==> src/design/sfe_pkg.sv <==
package sfe_pkg;

    localparam logic [7:0] BYTE_ESC   = 8'hD0;
    localparam logic [7:0] BYTE_START = 8'hD1;
    localparam logic [7:0] BYTE_END   = 8'hD2;
    localparam logic [7:0] BYTE_DELIM = 8'hD3;
    localparam logic [7:0] STUFF_MASK = 8'h7F;
    localparam logic [7:0] CHECK_INV  = 8'hFF;

    localparam int QDEPTH = 4;
    localparam int QPTR_W = $clog2(QDEPTH);
    localparam int QCNT_W = $clog2(QDEPTH + 1);

    localparam int STEP_W = 3;
    localparam logic [STEP_W-1:0] STEP_START    = 3'd0;
    localparam logic [STEP_W-1:0] STEP_DATA_ESC = 3'd1;
    localparam logic [STEP_W-1:0] STEP_DATA     = 3'd2;
    localparam logic [STEP_W-1:0] STEP_CHK_ESC  = 3'd3;
    localparam logic [STEP_W-1:0] STEP_CHK      = 3'd4;
    localparam logic [STEP_W-1:0] STEP_END      = 3'd5;

    typedef struct packed {
        logic       start;
        logic       last;
        logic [7:0] data;
        logic [7:0] chk;
    } cmd_t;

    function automatic logic needs_esc(input logic [7:0] b);
        return (b >= BYTE_ESC) && (b <= BYTE_DELIM);
    endfunction

    function automatic logic [7:0] stuffed(input logic [7:0] b);
        return needs_esc(b) ? (b & STUFF_MASK) : b;
    endfunction

    function automatic logic [7:0] fold_check(input logic [7:0] acc, input logic [7:0] b);
        logic [7:0] t;
        t = (acc ^ b) ^ CHECK_INV;
        t = {t[6:0], t[7]};
        return t + b;
    endfunction

endpackage

==> src/design/sfe_if.sv <==
interface sfe_in_if;
    import sfe_pkg::*;
    logic       valid;
    logic       ready;
    logic [7:0] data_byte;
    logic       last_byte;

    modport source (output valid, output data_byte, output last_byte, input ready);
    modport sink (input valid, input data_byte, input last_byte, output ready);
endinterface

interface sfe_out_if;
    import sfe_pkg::*;
    logic       valid;
    logic       ready;
    logic [7:0] out_byte;
    logic       run_last;
    logic       frame_done;

    modport source (output valid, output out_byte, output run_last, output frame_done,
                    input ready);
    modport sink (input valid, input out_byte, input run_last, input frame_done,
                  output ready);
endinterface

==> src/design/sfe_front.sv <==
module sfe_front
    import sfe_pkg::*;
(
    input  logic        clk,
    input  logic        rst_n,
    sfe_in_if.sink      payload,
    input  logic        q_full,
    output logic        q_push,
    output cmd_t        q_cmd
);

    logic       frame_open_reg;
    logic       frame_open_next;
    logic [7:0] check_reg;
    logic [7:0] check_next;
    logic [7:0] check_new;

    assign payload.ready = !q_full;
    assign q_push        = payload.valid && payload.ready;

    always_comb
    begin
        check_new       = fold_check(frame_open_reg ? check_reg : 8'h00, payload.data_byte);
        q_cmd.start     = !frame_open_reg;
        q_cmd.last      = payload.last_byte;
        q_cmd.data      = payload.data_byte;
        q_cmd.chk       = check_new;
        frame_open_next = frame_open_reg;
        check_next      = check_reg;
        if (q_push)
        begin
            frame_open_next = !payload.last_byte;
            check_next      = payload.last_byte ? 8'h00 : check_new;
        end
    end

    always_ff @(posedge clk or negedge rst_n)
    begin
        if (!rst_n)
        begin
            frame_open_reg <= 1'b0;
            check_reg      <= 8'h00;
        end
        else
        begin
            frame_open_reg <= frame_open_next;
            check_reg      <= check_next;
        end
    end

endmodule

==> src/design/sfe_queue.sv <==
module sfe_queue
    import sfe_pkg::*;
(
    input  logic clk,
    input  logic rst_n,
    input  logic push,
    input  cmd_t push_cmd,
    output logic full,
    input  logic pop,
    output logic head_valid,
    output cmd_t head_cmd
);

    cmd_t              mem_reg [QDEPTH];
    logic [QPTR_W-1:0] wr_ptr_reg;
    logic [QPTR_W-1:0] rd_ptr_reg;
    logic [QCNT_W-1:0] count_reg;
    logic              do_pop;

    assign full       = (count_reg == QCNT_W'(QDEPTH));
    assign head_valid = (count_reg != '0);
    assign head_cmd   = mem_reg[rd_ptr_reg];
    assign do_pop     = pop && head_valid;

    always_ff @(posedge clk)
    begin
        if (push)
            mem_reg[wr_ptr_reg] <= push_cmd;
    end

    always_ff @(posedge clk or negedge rst_n)
    begin
        if (!rst_n)
        begin
            wr_ptr_reg <= '0;
            rd_ptr_reg <= '0;
            count_reg  <= '0;
        end
        else
        begin
            if (push)
                wr_ptr_reg <= wr_ptr_reg + 1'b1;
            if (do_pop)
                rd_ptr_reg <= rd_ptr_reg + 1'b1;
            if (push && !do_pop)
                count_reg <= count_reg + 1'b1;
            else if (!push && do_pop)
                count_reg <= count_reg - 1'b1;
        end
    end

    a_no_overflow: assert property (@(posedge clk) disable iff (!rst_n)
        !(push && full))
        else $error("push into full queue");

    a_count_bound: assert property (@(posedge clk) disable iff (!rst_n)
        count_reg <= QCNT_W'(QDEPTH))
        else $error("queue count out of range");

endmodule

==> src/design/sfe_back.sv <==
module sfe_back
    import sfe_pkg::*;
(
    input  logic        clk,
    input  logic        rst_n,
    input  logic        head_valid,
    input  cmd_t        head_cmd,
    output logic        pop,
    sfe_out_if.source   line
);

    logic              busy_reg;
    logic              busy_next;
    logic [STEP_W-1:0] step_reg;
    logic [STEP_W-1:0] step_next;
    logic [STEP_W-1:0] step;
    logic              out_valid_reg;
    logic              out_valid_next;
    logic [7:0]        out_byte_reg;
    logic              run_last_reg;
    logic              frame_done_reg;
    logic [7:0]        emit_byte;
    logic              emit_final;
    logic              emit_done;
    logic              advance;

    assign line.valid      = out_valid_reg;
    assign line.out_byte   = out_byte_reg;
    assign line.run_last   = run_last_reg;
    assign line.frame_done = frame_done_reg;

    assign advance = head_valid && (!out_valid_reg || line.ready);

    always_comb
    begin
        if (busy_reg)
            step = step_reg;
        else if (head_cmd.start)
            step = STEP_START;
        else
            step = needs_esc(head_cmd.data) ? STEP_DATA_ESC : STEP_DATA;

        emit_byte  = BYTE_ESC;
        emit_final = 1'b0;
        emit_done  = 1'b0;
        step_next  = step;
        unique case (step)
            STEP_START:
            begin
                emit_byte = BYTE_START;
                step_next = needs_esc(head_cmd.data) ? STEP_DATA_ESC : STEP_DATA;
            end
            STEP_DATA_ESC:
            begin
                emit_byte = BYTE_ESC;
                step_next = STEP_DATA;
            end
            STEP_DATA:
            begin
                emit_byte  = stuffed(head_cmd.data);
                emit_final = !head_cmd.last;
                step_next  = needs_esc(head_cmd.chk) ? STEP_CHK_ESC : STEP_CHK;
            end
            STEP_CHK_ESC:
            begin
                emit_byte = BYTE_ESC;
                step_next = STEP_CHK;
            end
            STEP_CHK:
            begin
                emit_byte = stuffed(head_cmd.chk);
                step_next = STEP_END;
            end
            STEP_END:
            begin
                emit_byte  = BYTE_END;
                emit_final = 1'b1;
                emit_done  = 1'b1;
            end
            default:
            begin
                emit_byte  = BYTE_END;
                emit_final = 1'b1;
                emit_done  = 1'b1;
            end
        endcase

        pop       = advance && emit_final;
        busy_next = busy_reg;
        if (advance)
            busy_next = !emit_final;

        out_valid_next = out_valid_reg;
        if (advance)
            out_valid_next = 1'b1;
        else if (line.ready)
            out_valid_next = 1'b0;
    end

    always_ff @(posedge clk or negedge rst_n)
    begin
        if (!rst_n)
        begin
            busy_reg      <= 1'b0;
            step_reg      <= STEP_START;
            out_valid_reg <= 1'b0;
        end
        else
        begin
            busy_reg      <= busy_next;
            out_valid_reg <= out_valid_next;
            if (advance)
                step_reg <= step_next;
        end
    end

    always_ff @(posedge clk)
    begin
        if (advance)
        begin
            out_byte_reg   <= emit_byte;
            run_last_reg   <= emit_final;
            frame_done_reg <= emit_done;
        end
    end

    a_done_is_last: assert property (@(posedge clk) disable iff (!rst_n)
        out_valid_reg && frame_done_reg |-> run_last_reg && (out_byte_reg == BYTE_END))
        else $error("end byte not closing the beat group");

    a_busy_has_head: assert property (@(posedge clk) disable iff (!rst_n)
        busy_reg |-> head_valid)
        else $error("sequence running without a queued command");

endmodule

==> src/design/stuffed_frame_encoder_with_lrc_core.sv <==
// byte-stuffing frame encoder with running check byte
// payload (sink): one payload beat per frame byte, data_byte plus last_byte;
//   a beat is taken when valid and ready are both high
// line (source): one beat per line byte: out_byte, run_last on the final beat
//   caused by an input beat, frame_done on the closing end byte
// each input beat yields 1 to 6 line beats: start byte on the first byte of a
//   frame, the byte (escaped when in 0xD0..0xD3), and on the last byte the
//   stuffed check byte and the end byte
// an input beat passes through the command queue and then the output register
// the output sequencer emits one line byte per cycle while the line receiver is ready,
//   so an item occupies 1 to 6 line bytes; a 4-entry command queue between the input
//   side and the sequencer lets input beats keep arriving during a burst
// when the line receiver stalls, the output register holds its beat and the
//   queue fills; payload ready drops only when the queue is full
// reset clears the frame flag, the check byte, the queue and the output valid
module stuffed_frame_encoder_with_lrc_core
    import sfe_pkg::*;
(
    input  logic      clk,
    input  logic      rst_n,
    sfe_in_if.sink    payload,
    sfe_out_if.source line
);

    logic q_full;
    logic q_push;
    cmd_t q_cmd;
    logic q_pop;
    logic head_valid;
    cmd_t head_cmd;

    sfe_front u_front (
        .clk     (clk),
        .rst_n   (rst_n),
        .payload (payload),
        .q_full  (q_full),
        .q_push  (q_push),
        .q_cmd   (q_cmd)
    );

    sfe_queue u_queue (
        .clk        (clk),
        .rst_n      (rst_n),
        .push       (q_push),
        .push_cmd   (q_cmd),
        .full       (q_full),
        .pop        (q_pop),
        .head_valid (head_valid),
        .head_cmd   (head_cmd)
    );

    sfe_back u_back (
        .clk        (clk),
        .rst_n      (rst_n),
        .head_valid (head_valid),
        .head_cmd   (head_cmd),
        .pop        (q_pop),
        .line       (line)
    );

endmodule
==> src/flat_wrapper.sv <==
// flat-port wrapper written by rule: the top's interface ports become plain ports
module stuffed_frame_encoder_with_lrc_core_flat import sfe_pkg::*;
  (clk, rst_n, payload_valid, payload_data_byte, payload_last_byte, payload_ready, line_valid, line_out_byte, line_run_last, line_frame_done, line_ready);
  sfe_in_if payload_i ();
  sfe_out_if line_i ();
  input  logic clk;
  input  logic rst_n;
  input wire logic [$bits(payload_i.valid)-1:0] payload_valid;
  input wire logic [$bits(payload_i.data_byte)-1:0] payload_data_byte;
  input wire logic [$bits(payload_i.last_byte)-1:0] payload_last_byte;
  output wire logic [$bits(payload_i.ready)-1:0] payload_ready;
  output wire logic [$bits(line_i.valid)-1:0] line_valid;
  output wire logic [$bits(line_i.out_byte)-1:0] line_out_byte;
  output wire logic [$bits(line_i.run_last)-1:0] line_run_last;
  output wire logic [$bits(line_i.frame_done)-1:0] line_frame_done;
  input wire logic [$bits(line_i.ready)-1:0] line_ready;
  assign payload_i.valid = payload_valid;
  assign payload_i.data_byte = payload_data_byte;
  assign payload_i.last_byte = payload_last_byte;
  assign payload_ready = payload_i.ready;
  assign line_valid = line_i.valid;
  assign line_out_byte = line_i.out_byte;
  assign line_run_last = line_i.run_last;
  assign line_frame_done = line_i.frame_done;
  assign line_i.ready = line_ready;
  stuffed_frame_encoder_with_lrc_core u_core (.clk(clk), .rst_n(rst_n), .payload(payload_i), .line(line_i));
endmodule
==> config.mk <==
export PLATFORM = sky130hd
export DESIGN_NAME = stuffed_frame_encoder_with_lrc_core_flat
export DESIGN_NICKNAME = d
export VERILOG_FILES = /design/src/design/sfe_pkg.sv /design/src/design/sfe_if.sv /design/src/design/sfe_front.sv /design/src/design/sfe_queue.sv /design/src/design/sfe_back.sv /design/src/design/stuffed_frame_encoder_with_lrc_core.sv /design/src/flat_wrapper.sv
export SDC_FILE = /design/constraint.sdc
export NUM_CORES = 1
export LEC_CHECK = 0
export BUFFER_PORTS_ARGS = -buffer_cell sky130_fd_sc_hd__buf_2
export CORE_MARGIN = 4
export CORE_UTILIZATION = 57
export CTS_BUF_LIST = sky130_fd_sc_hd__clkbuf_4 sky130_fd_sc_hd__clkbuf_8
export DETAILED_ROUTE_END_ITERATION = 10
export PLACE_DENSITY = 0.78
export REMOVE_ABC_BUFFERS = 1
export SLEW_MARGIN = 20
export SYNTH_ARGS = -nofsm -noshare
export SYNTH_HDL_FRONTEND = slang
export SYNTH_SLANG_ARGS = --single-unit
==> constraint.sdc <==
create_clock -name clk -period 3 [get_ports clk]
set_clock_uncertainty 0.1 [all_clocks]
set_input_delay 0.3 -clock clk [delete_from_list [all_inputs] [get_ports clk]]
set_output_delay 0.3 -clock clk [all_outputs]
set_load 0.005 [all_outputs]
# Yosys cells after proc, flatten, opt, wreduce, memory -nomap -nowiden
# Memory sizes are Yosys's and may differ from the RTL's.
# Index checks and enable logic that the tools add are counted.
[op_classes]
n_lt_le_gt_ge = 4
mux = 18
addsub = 5
eq_ne = 5
n_reduce_logical = 24
bitwise_logic = 2
[op_table]
columns = ["operator", "n"]
rows = [
  ["two-way mux 8 bit", 4],
  ["one-hot mux 8 bit (4 select lines)", 1],
  ["greater-or-equal comparator 8 bit, second input constant", 2],
  ["<= comparator 8 bit, second input constant", 2],
  ["one-hot mux 3 bit (5 select lines)", 1],
  ["two-way mux 3 bit", 4],
  ["adder 8 bit", 1],
  ["logical AND 1 bit", 8],
  ["logical NOT 1 bit", 8],
  ["inverter 8 bit", 1],
  ["XOR 8 bit", 1],
  ["== test 3 x 2 -> 1 bit, second input constant", 2],
  ["== test 3 bit, second input constant", 2],
  ["two-way mux 1 bit", 5],
  ["OR reduction 5 bit", 1],
  ["adder 2 x 1 -> 2 bit, second input constant", 2],
  ["two-way mux 2 bit", 2],
  ["nonzero test 2 bit", 2],
  ["OR reduction 4 bit", 1],
  ["adder 3 x 1 -> 3 bit, second input constant", 1],
  ["== test 3 x 1 -> 1 bit, second input constant", 1],
  ["logical NOT 3 bit", 1],
  ["nonzero test 3 bit", 1],
  ["subtractor 3 x 1 -> 3 bit, second input constant", 1],
  ["other kinds (3)", 3],
]
[word_totals]
n_memories = 1
elab_cells = 70
out_inout_bits = 12
ram_bits = 72
input_bits = 13
regBits = 31
[memory_table]
columns = ["name", "depth", "word_bits", "rd", "rd_clocked_by_memory_dff", "write_ports", "line", "text"]
rows = [
  ["u_core.u_queue.mem_reg", 4, 18, 1, 0, 1, "sfe_queue.sv:14", "cmd_t mem_reg [QDEPTH];"],
]

# Longest topological paths before layout
# Gate-level depths: netlist (run 1).
# An unclocked memory read counts as a cell.
[logic_depth]
ltp_word = 14
depth_mapped = 13

# Cells and area by module
# A second synthesis (run 1) with hierarchy kept.
[hier_totals]
cells_unflattened = 295
hier_area_um2 = 4654.5
[modules_own_cells]
columns = ["module", "area_each_um2", "n_inst", "cells_each", "seq_area_each_um2"]
rows = [
  ["sfe_queue", 3012.9, 1, 128, 2337.2],
  ["sfe_back", 863.3, 1, 81, 425.4],
  ["sfe_front", 778.2, 1, 86, 225.2],
]

# Least setup slack after synthesis (run 1)
# OpenSTA, ideal clock, no wires.
[synth_path]
path_kind = "register -> register"
from = "register u_core.u_queue.rd_ptr_reg[0]"
to = "register u_core.u_queue.count_reg[2]"
synth_period_minus_slack_ns = 2.980
path_buffers = 1
stages_incl_launch_ff = 13
slack_ns = 0.020
arrival_time_ns = 2.801
cell_sequence = "dfrtp_1 -> buf_6 -> mux4_2 -> nand4bb_4 -> o31ai_2 -> nor2_2 -> nand2_1 -> ha_1 -> inv_1 -> fa_1 -> xor2_1 -> nor2_1 -> xor2_1"
[synth_via]
elab_chain_cells = 14
word_cells_on_any_way = 22
[synth_lines]
columns = ["item", "line", "text"]
rows = [
  ["start: declaration", "sfe_queue.sv:16", "logic [QPTR_W-1:0] rd_ptr_reg;"],
  ["start signal: assignment", "sfe_queue.sv:44", "rd_ptr_reg <= rd_ptr_reg + 1'b1;"],
  ["memory (4 x 18 bit) (*)", "-", ""],
  ["greater-or-equal comparator 8 bit / <= comparator 8 bit (equally long branches)", "sfe_pkg.sv:30", "return (b >= BYTE_ESC) && (b <= BYTE_DELIM);"],
  ["logical AND 1 bit", "sfe_pkg.sv:30", ""],
  ["two-way mux 2 bit", "sfe_back.sv:41", "step = needs_esc(head_cmd.data) ? STEP_DATA_ESC : STEP_DATA;"],
  ["two-way mux 2 bit", "sfe_back.sv:38", "else if (head_cmd.start)"],
  ["two-way mux 3 bit", "sfe_back.sv:36", "if (busy_reg)"],
  ["== test 3 bit, or another cell as far along", "sfe_back.sv:47", "unique case (step)"],
  ["OR reduction 4 bit (no line)", "-", ""],
  ["one-hot mux 1 bit (2 select lines) (*)", "sfe_back.sv:47", ""],
  ["via u_core.u_back.emit_final", "sfe_back.sv:23", "logic emit_final;"],
  ["logical AND 1 bit (*)", "sfe_back.sv:88", "pop = advance && emit_final;"],
  ["logical AND 1 bit (*)", "sfe_queue.sv:23", "assign do_pop = pop && head_valid;"],
  ["logical NOT 1 bit", "sfe_queue.sv:45", "if (push && !do_pop)"],
  ["logical AND 1 bit", "sfe_queue.sv:45", ""],
  ["two-way mux 3 bit / nonzero test 2 bit (equally long branches)", "-", ""],
  ["end signal: assignment", "sfe_queue.sv:46", "count_reg <= count_reg + 1'b1;"],
  ["end signal: assignment", "sfe_queue.sv:48", "count_reg <= count_reg - 1'b1;"],
  ["end: declaration", "sfe_queue.sv:17", "logic [QCNT_W-1:0] count_reg;"],
]
# The timed path passes the listed nets; every way through them passes the cells marked *.
# A chain may end at the register's enable or synchronous reset.

# Worst setup path in the final report (run 1)
# Ends and elaborated chain as after synthesis.

==> summary.md, run 1 <==
| Metric | Value |
|---|---|
| Status | `finished, final reports clean` |
| Worst Path Buf+Inv | `2` |
| Switch share | `around a third` |
| Total gr overflow | `0` |
| Net Switching | `1.858 mW` |
| Filler Cells Inserted | `around 550` |
| Worst-case clock buffer depth | `2` |
| Final Max Tran Viols | `0` |
| Total iterations of the first detailed-routing run | `4` |
| Top cells by area, synth | `edfxtp_1 (54%), dfrtp_1 (11%), mux4_2 (4.9%)` |
| Sequential area share after synthesis | `64.98%` |
| Worst rel slew slack | `roughly 60%` |
| Dominant cell type by count on the critical path | `xor2_1` |
| RSZ-0062 raised after global routing | `no` |
| Clk slew on worst S/H paths | `roughly 0.10 ns` |
| Hold Path Origin | `line_ready` |
| Half-perimeter wire length of the detailed placement result | `6012 um` |
| Number of nets in the finished design | `approximately 370` |
| Total wire length after detailed routing | `8518 um` |
| Cells after Synth | `~300` |
| Worst flop-to-flop path startpoint | `u_core.u_queue.rd_ptr_reg[0]` |
| Setup-failing EPs final | `0` |
| Share of Yosys cell area claimed by the top area cell type | `between 50% and 60%` |
| Worst slack at placement | `-0.01820 ns` |
| Final worst setup slack | `0.1676 ns` |
| Time the worst path needs with I/O delays and setup | `2.832 ns` |
| Share of final-layout standard cells stronger than drive strength 1 | `approximately 26%` |
| Die X-Extent | `approximately 100 um` |
| Hold path endpoint | `u_core.u_back.line.valid` |
| Routed wire per std cell | `18.89 um` |
| Type of the tightest min-delay check | `in -> reg` |
| Number of vias in the routed layout | `between 2,000 and 3,000` |
| Utilization after layout | `roughly 67%` |
| Num Clock Sinks | `103` |
| Die outline area | `around 9600 um^2` |
| Leakage component of the power | `a little under 2 nW` |
| CORE AREA | `between 7000 and 8000 um^2` |
| Number of antenna violations at the first check in global routing | `0` |
| Final period utilization | `a little over nine tenths` |
| Total CTS buffers | `9` |
| Number of max-cap violations | `0` |
| Number of DRC violations after detailed routing | `0` |
| Proportion of power drawn by flip-flops and latches | `between 40% and 50%` |
| Overall power consumption | `around 5.4 mW` |
| Synthesis-to-finish area growth | `13.71%` |
| DRC marker count from the first detailed-route iteration | `140` |
| CTS tree | `done` |
| Share of total power in the clock network | `16.5%` |
| Pin slew with the least headroom to its limit | `0.5892 ns` |
| Mean post-synth cell area | `about 16 um^2` |
| Worst-case reg-to-reg path depth | `12` |
| Count of synthesis-stage warnings from yosys | `0` |
| Longest individual stage delay on the worst path | `0.49 ns` |
| Maximum net fanout on the critical path | `4` |
| Routability congestion estimate from global placement | `approximately 0.85` |
| Fraction of registers with async set/reset | `around a fifth` |
| Total number of H-tree levels | `3` |
| Die boundary height | `roughly 98 um` |
| Number of ports placed on the die boundary | `25` |
| Number of synthesized flops with an enable pin | `slightly above 80` |
| Logic pwr share | `around 40%` |
| Maximum vdd drop | `0.0004642 V` |
| Ant diodes | `0` |
| Cell Chain, Critical Path | `buf_6, mux4_2, nand4bb_4, o31ai_4, nor2_2, nand2_2, ha_2, inv_1, fa_2, xor2_1, nor2_1, xor2_1` |
| Worst setup slack for register-to-register paths | `0.17 ns` |
| PD cells | `about 1000 nW/um^2` |
| Worst Setup Start Kind | `register` |
| Setup TNS | `0 ns` |
| Most common flop cell mapped by yosys | `edfxtp_1` |
| Internal power of the cells | `~3.5 mW` |
| Cell type of the slowest stage on the worst timing path | `mux4_2` |
| Hold depth | `2` |
| Setup Crit Path Kind | `reg -> reg` |
| Reg2reg end | `u_core.u_queue.count_reg[2]` |
| Clock latency reported for the late side of the worst-skew pair | `around 0.37 ns` |
| Hold violation count in the final report | `0` |
| Row count | `32` |
| Via count of the first global-routing pass | `roughly 2,700` |
| Fin area | `approximately 5200 um^2` |
| Synthesized area | `4598 um^2` |
| Clock Root Buffer | `clkbuf_8` |
| Fmax achieved | `about 350 MHz` |
| Pin count of the biggest net entering global routing | `22` |
| Starting Density | `between 50% and 60%` |
| First-pass GRT wire length | `~13,000 um` |
| Unique masters post-synth | `49` |
| Count of port buffers added during placement | `24` |
| Post-route ant nets | `0` |
| FF+latch count, synth | `~100` |
| Largest area contributor in the synthesized netlist | `edfxtp_1` |
| WP data required | `around 3.2 ns` |
| Flip-flop count of the largest register after layout | `72` |
| Area of placed instances | `around 5000 um^2` |
| Total global-route track usage | `between 10% and 20%` |
| Critical path data arrival time | `3.03 ns` |
| Worst Setup End Kind | `register` |
| Family with the most delay on the worst path | `adder cells` |
| Vias per inst | `5.820` |
## per-stage QoR
stage / std cells / hold slack, ns
final: 451 / 0.03935
after global routing: 451 / 0.04470
after CTS: 449 / 0.02444
after detailed placement: 432 / 0.2075
after global placement: 432 / 0.2023
after floorplan: 285 / -0.09559
## logic make-up (layout without fill, tap and decap cells)
family                     after synthesis  count (layout)  share of synthesized area, %
adders and majority gates               14              14                         4.136
and+or+nand+nor                         76              76                         8.626
xor gates and xnor gates                22              22                         4.190
buffers and inverters                   18              73                         1.904
DFF                                    103             103                         64.98
AOI/OAI and AO/OA                       41              41                         6.585
muxes                                   20              20                         9.578
## worst max-delay path by stage
stage | slack (ns) | from | to | cells after the start
3_3_place_gp | 0.09 | u_core.u_queue.rd_ptr_reg[0] | u_core.u_queue.count_reg[2] | 12
3_5_place_dp | -0.02 | u_core.u_queue.rd_ptr_reg[0] | u_core.u_queue.count_reg[2] | 12
5_1_grt | 0.02 | u_core.u_queue.rd_ptr_reg[0] | u_core.u_queue.count_reg[1] | 10
6_report | 0.17 | u_core.u_queue.rd_ptr_reg[0] | u_core.u_queue.count_reg[2] | 12
2_1_floorplan | -0.44 | u_core.u_queue.rd_ptr_reg[0] | u_core.u_queue.count_reg[2] | 11
4_1_cts | 0.003 | u_core.u_queue.rd_ptr_reg[0] | u_core.u_queue.count_reg[2] | 12
## power by group through the flow
stage | Sequential [mW] | Combinational, mW | Clock, mW
final | 2.34 | 2.17 | 0.891
after global routing | 2.37 | 2.38 | 0.978
after CTS | 2.33 | 2.11 | 0.916
after detailed placement | 2.35 | 2.08 | 0
after global placement | 2.33 | 2.02 | 0
after floorplan | 2.38 | 1.31 | 0
## Yosys cell counts (3+ instances only)
cell       n
nand3_1    6
edfxtp_1  82
a32oi_1    3
and3_1     5
inv_1      9
a21oi_1    4
nand2_1   21
a22o_1     5
o21ai_0   10
xnor2_1   10
ha_1      12
xor2_1    12
mux4_2    10
mux4_1     7
and2_1     6
dfrtp_1   21
nor2_1    19
nand2b_1   7
nor3_1     3
clkbuf_1   4
## metal layers
layer	wire length (um)	vias to the layer above	GRT usage, %
met4	123	0	4.899
met2	4354	69	31.52
met5	0	-	0
met3	304	11	4.786
li1	-	1217	-
met1	3734	1328	23.80
## repair_timing
item                       in CTS  in global routing
hold endpoints to repair       21                  0
setup endpoints to repair       1                  2
gates resized for setup         2                 10
pin swaps                       2                  3
hold buffers                    1                  0
buffers inserted                0                  2
## area by class of cell
type	instances	area, um^2	area share [%]
clock buffer	9	123.9	2.369
inverter	9	33.78	0.6461
tap	102	127.6	2.441
sequential	103	2990	57.19
timing repair buffer	48	322.8	6.174
clock inverter	7	83.83	1.603
multi-input combinational	173	1546	29.58
## layout by cell type (no fill, tap or decap), types with 3 or more instances in the layout
| cell | netlist | layout |
|---|---|---|
| mux4_1 | 7 | 6 |
| dfrtp_1 | 21 | 19 |
| a22o_1 | 5 | 5 |
| o21ai_0 | 10 | 10 |
| and3_1 | 5 | 5 |
| a21oi_1 | 4 | 4 |
| nand2_1 | 21 | 20 |
| a32oi_1 | 3 | 3 |
| nor3_1 | 3 | 3 |
| clkbuf_8 | 0 | 9 |
| nand3_1 | 6 | 6 |
| and2_1 | 6 | 6 |
| inv_1 | 9 | 9 |
| edfxtp_1 | 82 | 82 |
| buf_2 | 1 | 24 |
| ha_1 | 12 | 11 |
| inv_6 | 0 | 3 |
| xnor2_1 | 10 | 10 |
| nor2_1 | 19 | 19 |
| xor2_1 | 12 | 12 |
| buf_4 | 1 | 20 |
| nand2b_1 | 7 | 6 |
| mux4_2 | 10 | 11 |
No activity file was read; power rests on OpenSTA's default activity.
==> run 2, diff against run 1 <==
==> constraint.sdc (replaced) <==
create_clock -name clk -period 3 [get_ports clk]
set_clock_uncertainty 0.1 [all_clocks]
set_input_delay 0 -clock clk [delete_from_list [all_inputs] [get_ports clk]]
set_output_delay 0 -clock clk [all_outputs]
set_load 0.005 [all_outputs]
==> summary.md, run 2 (same netlist as run 1, synthesis figures left out) <==
| Metric | Value |
|---|---|
| Highest-count cells in the layout ignoring fill and taps | `edfxtp_1 (82), buf_2 (24), nand2_1 (20), buf_4 (20)` |
| Number of vias in the routed layout | `around 2,600` |
| Fmax achieved | `roughly 350 MHz` |
| Die outline area | `around 9600 um^2` |
| Time the worst path needs with I/O delays and setup | `about 2.8 ns` |
| Count of port buffers added during placement | `24` |
| Dominant cell type by count on the critical path | `xor2_1` |
| Final period utilization | `a little over nine tenths` |
| Overall power consumption | `about 5.4 mW` |
| Number of max-cap violations | `0` |
| Starting Density | `between 50% and 60%` |
| Total global-route track usage | `between 10% and 20%` |
| Number of placed instances with taps included | `between 400 and 500` |
| Total gr overflow | `0` |
| Flip-flop count of the largest register after layout | `72` |
| Worst rel slew slack | `61.77%` |
| Family with the most delay on the worst path | `simple AND/OR/NAND/NOR gates` |
| First-pass GRT wire length | `between 10,000 and 15,000 um` |
| Via count of the first global-routing pass | `2,738` |
| Number of antenna violations at the first check in global routing | `0` |
| Total number of H-tree levels | `3` |
| Worst Setup Start Kind | `register` |
| Share of final-layout standard cells stronger than drive strength 1 | `between 20% and 30%` |
| Num Clock Sinks | `approximately 100` |
| Total CTS buffers | `9` |
| Worst Path Buf+Inv | `2` |
| Half-perimeter wire length of the detailed placement result | `6012 um` |
| Number of nets in the finished design | `about 380` |
| Non-Filler Instances | `~460` |
| Synthesis-to-finish area growth | `15.89%` |
| CTS tree | `done` |
| Longest individual stage delay on the worst path | `0.49 ns` |
| Status | `finished, final reports clean` |
| Critical path data arrival time | `3.03 ns` |
| Total iterations of the first detailed-routing run | `4` |
| Pin count of the biggest net entering global routing | `22` |
| Pin slew with the least headroom to its limit | `around 0.57 ns` |
| Final Max Tran Viols | `0` |
| Leading cell type in the layout, fill and taps excluded | `edfxtp_1` |
| Leakage component of the power | `around 2.0 nW` |
| Filler Cells Inserted | `535` |
| Row count | `32` |
| Worst Setup End Kind | `register` |
| Number of DRC violations after detailed routing | `0` |
| Die X-Extent | `97.82 um` |
| Number of ports placed on the die boundary | `25` |
| Hold violation count in the final report | `0` |
| Maximum net fanout on the critical path | `4` |
| Post-route ant nets | `0` |
| Routability congestion estimate from global placement | `between 0.8 and 0.9` |
| Cell Chain, Critical Path | `buf_6, mux4_2, nand4bb_4, o31ai_4, nor2_2, nand2_2, ha_2, inv_1, fa_2, xor2_1, nor2_1, xor2_1` |
| Vias per inst | `5.731` |
| Die boundary height | `around 98 um` |
| Clk slew on worst S/H paths | `~0.10 ns` |
| Worst-case clock buffer depth | `2` |
| Setup-failing EPs final | `0` |
| Cell type of the slowest stage on the worst timing path | `mux4_2` |
| DRC marker count from the first detailed-route iteration | `164` |
| Clock latency reported for the late side of the worst-skew pair | `between 0.3 and 0.4 ns` |
| WP depth | `12` |
| Ant diodes | `0` |
| WP data required | `approximately 3.2 ns` |
| Total wire length after detailed routing | `8508 um` |
| PD cells | `1014 nW/um^2` |
| Setup Crit Path Kind | `reg -> reg` |
| Maximum vdd drop | `approximately 0.00047 V` |
| Routed wire per std cell | `~18 um` |
| CORE AREA | `a little under 8000 um^2` |
| Worst-case reg-to-reg path depth | `12` |
| Clock Root Buffer | `clkbuf_8` |
| RSZ-0062 raised after global routing | `no` |
| Type of the tightest min-delay check | `in -> async` |
run 2: cell count changes in the layout (fill, tap and decap cells not counted):
cell	change
dlygate4sd3_1	+10
run 2: power breakdown:
group          switching (mW)  internal [mW]  total [mW]
clock                   0.490          0.405       0.895
sequential              0.208           2.13        2.33
combinational            1.15           1.02        2.18
total                    1.85           3.56        5.41
run 2: final timing paths:
path / endpoint / slack (ns) / from
worst max-delay path: u_core.u_queue.count_reg[2] / 0.17 / u_core.u_queue.rd_ptr_reg[0]
worst min-delay path: u_core.u_queue.count_reg[1] / 0.03 / rst_n
worst max register to register: u_core.u_queue.count_reg[2] / 0.17 / u_core.u_queue.rd_ptr_reg[0]
worst min register to register: u_core.u_front.check_reg[2] / 0.39 / u_core.u_front.check_reg[2]
min in group clk: u_core.u_front.check_reg[0] / 0.04 / payload_valid
max in group asynchronous: u_core.u_queue.rd_ptr_reg[0] / 2.38 / rst_n
run 2: layout make-up:
| class | count | area [um^2] | area share [%] |
|---|---|---|---|
| clock buffers | 9 | 123.9 | 2.324 |
| well taps | 102 | 127.6 | 2.395 |
| flip-flops and latches | 103 | 2990 | 56.12 |
| repair buffers | 58 | 422.9 | 7.936 |
| multi-input cells | 173 | 1546 | 29.02 |
| inverters | 9 | 33.78 | 0.6340 |
| clock inverters | 7 | 83.83 | 1.573 |
run 2: repair_timing:
item                                   CTS  global route
setup endpoints to repair                1             2
resized for setup                        2            10
pin swaps                                2             3
hold buffers                            11             0
endpoints found under the hold margin   62             0
setup buffers                            0             2
run 2: metal layers:
layer  global-route usage [%]  vias up  routed length, um
met5                        0        -                  0
met3                    4.714        6                407
met1                    24.14     1316               3544
met2                    32.53       81               4514
li1                         -     1239                  -
met4                    4.899        0                 42
run 2: through the flow:
| stage | instance area, um^2 | setup TNS, ns | setup WS [ns] | hold slack (ns) | util [%] |
|---|---|---|---|---|---|
| final | 5329 | 0 | 0.1654 | 0.03021 | 68.61 |
| after global routing | 5329 | 0 | 0.01932 | 0.05276 | 68.61 |
| after floorplan | 4544 | -0.8032 | -0.4366 | -0.3956 | - |
| after detailed placement | 4962 | -0.01820 | -0.01820 | -0.09251 | 63.89 |
| after global placement | 4962 | 0 | 0.08801 | -0.09771 | 63.89 |
| after CTS | 5293 | 0 | 0.002807 | 0.02871 | 68.14 |
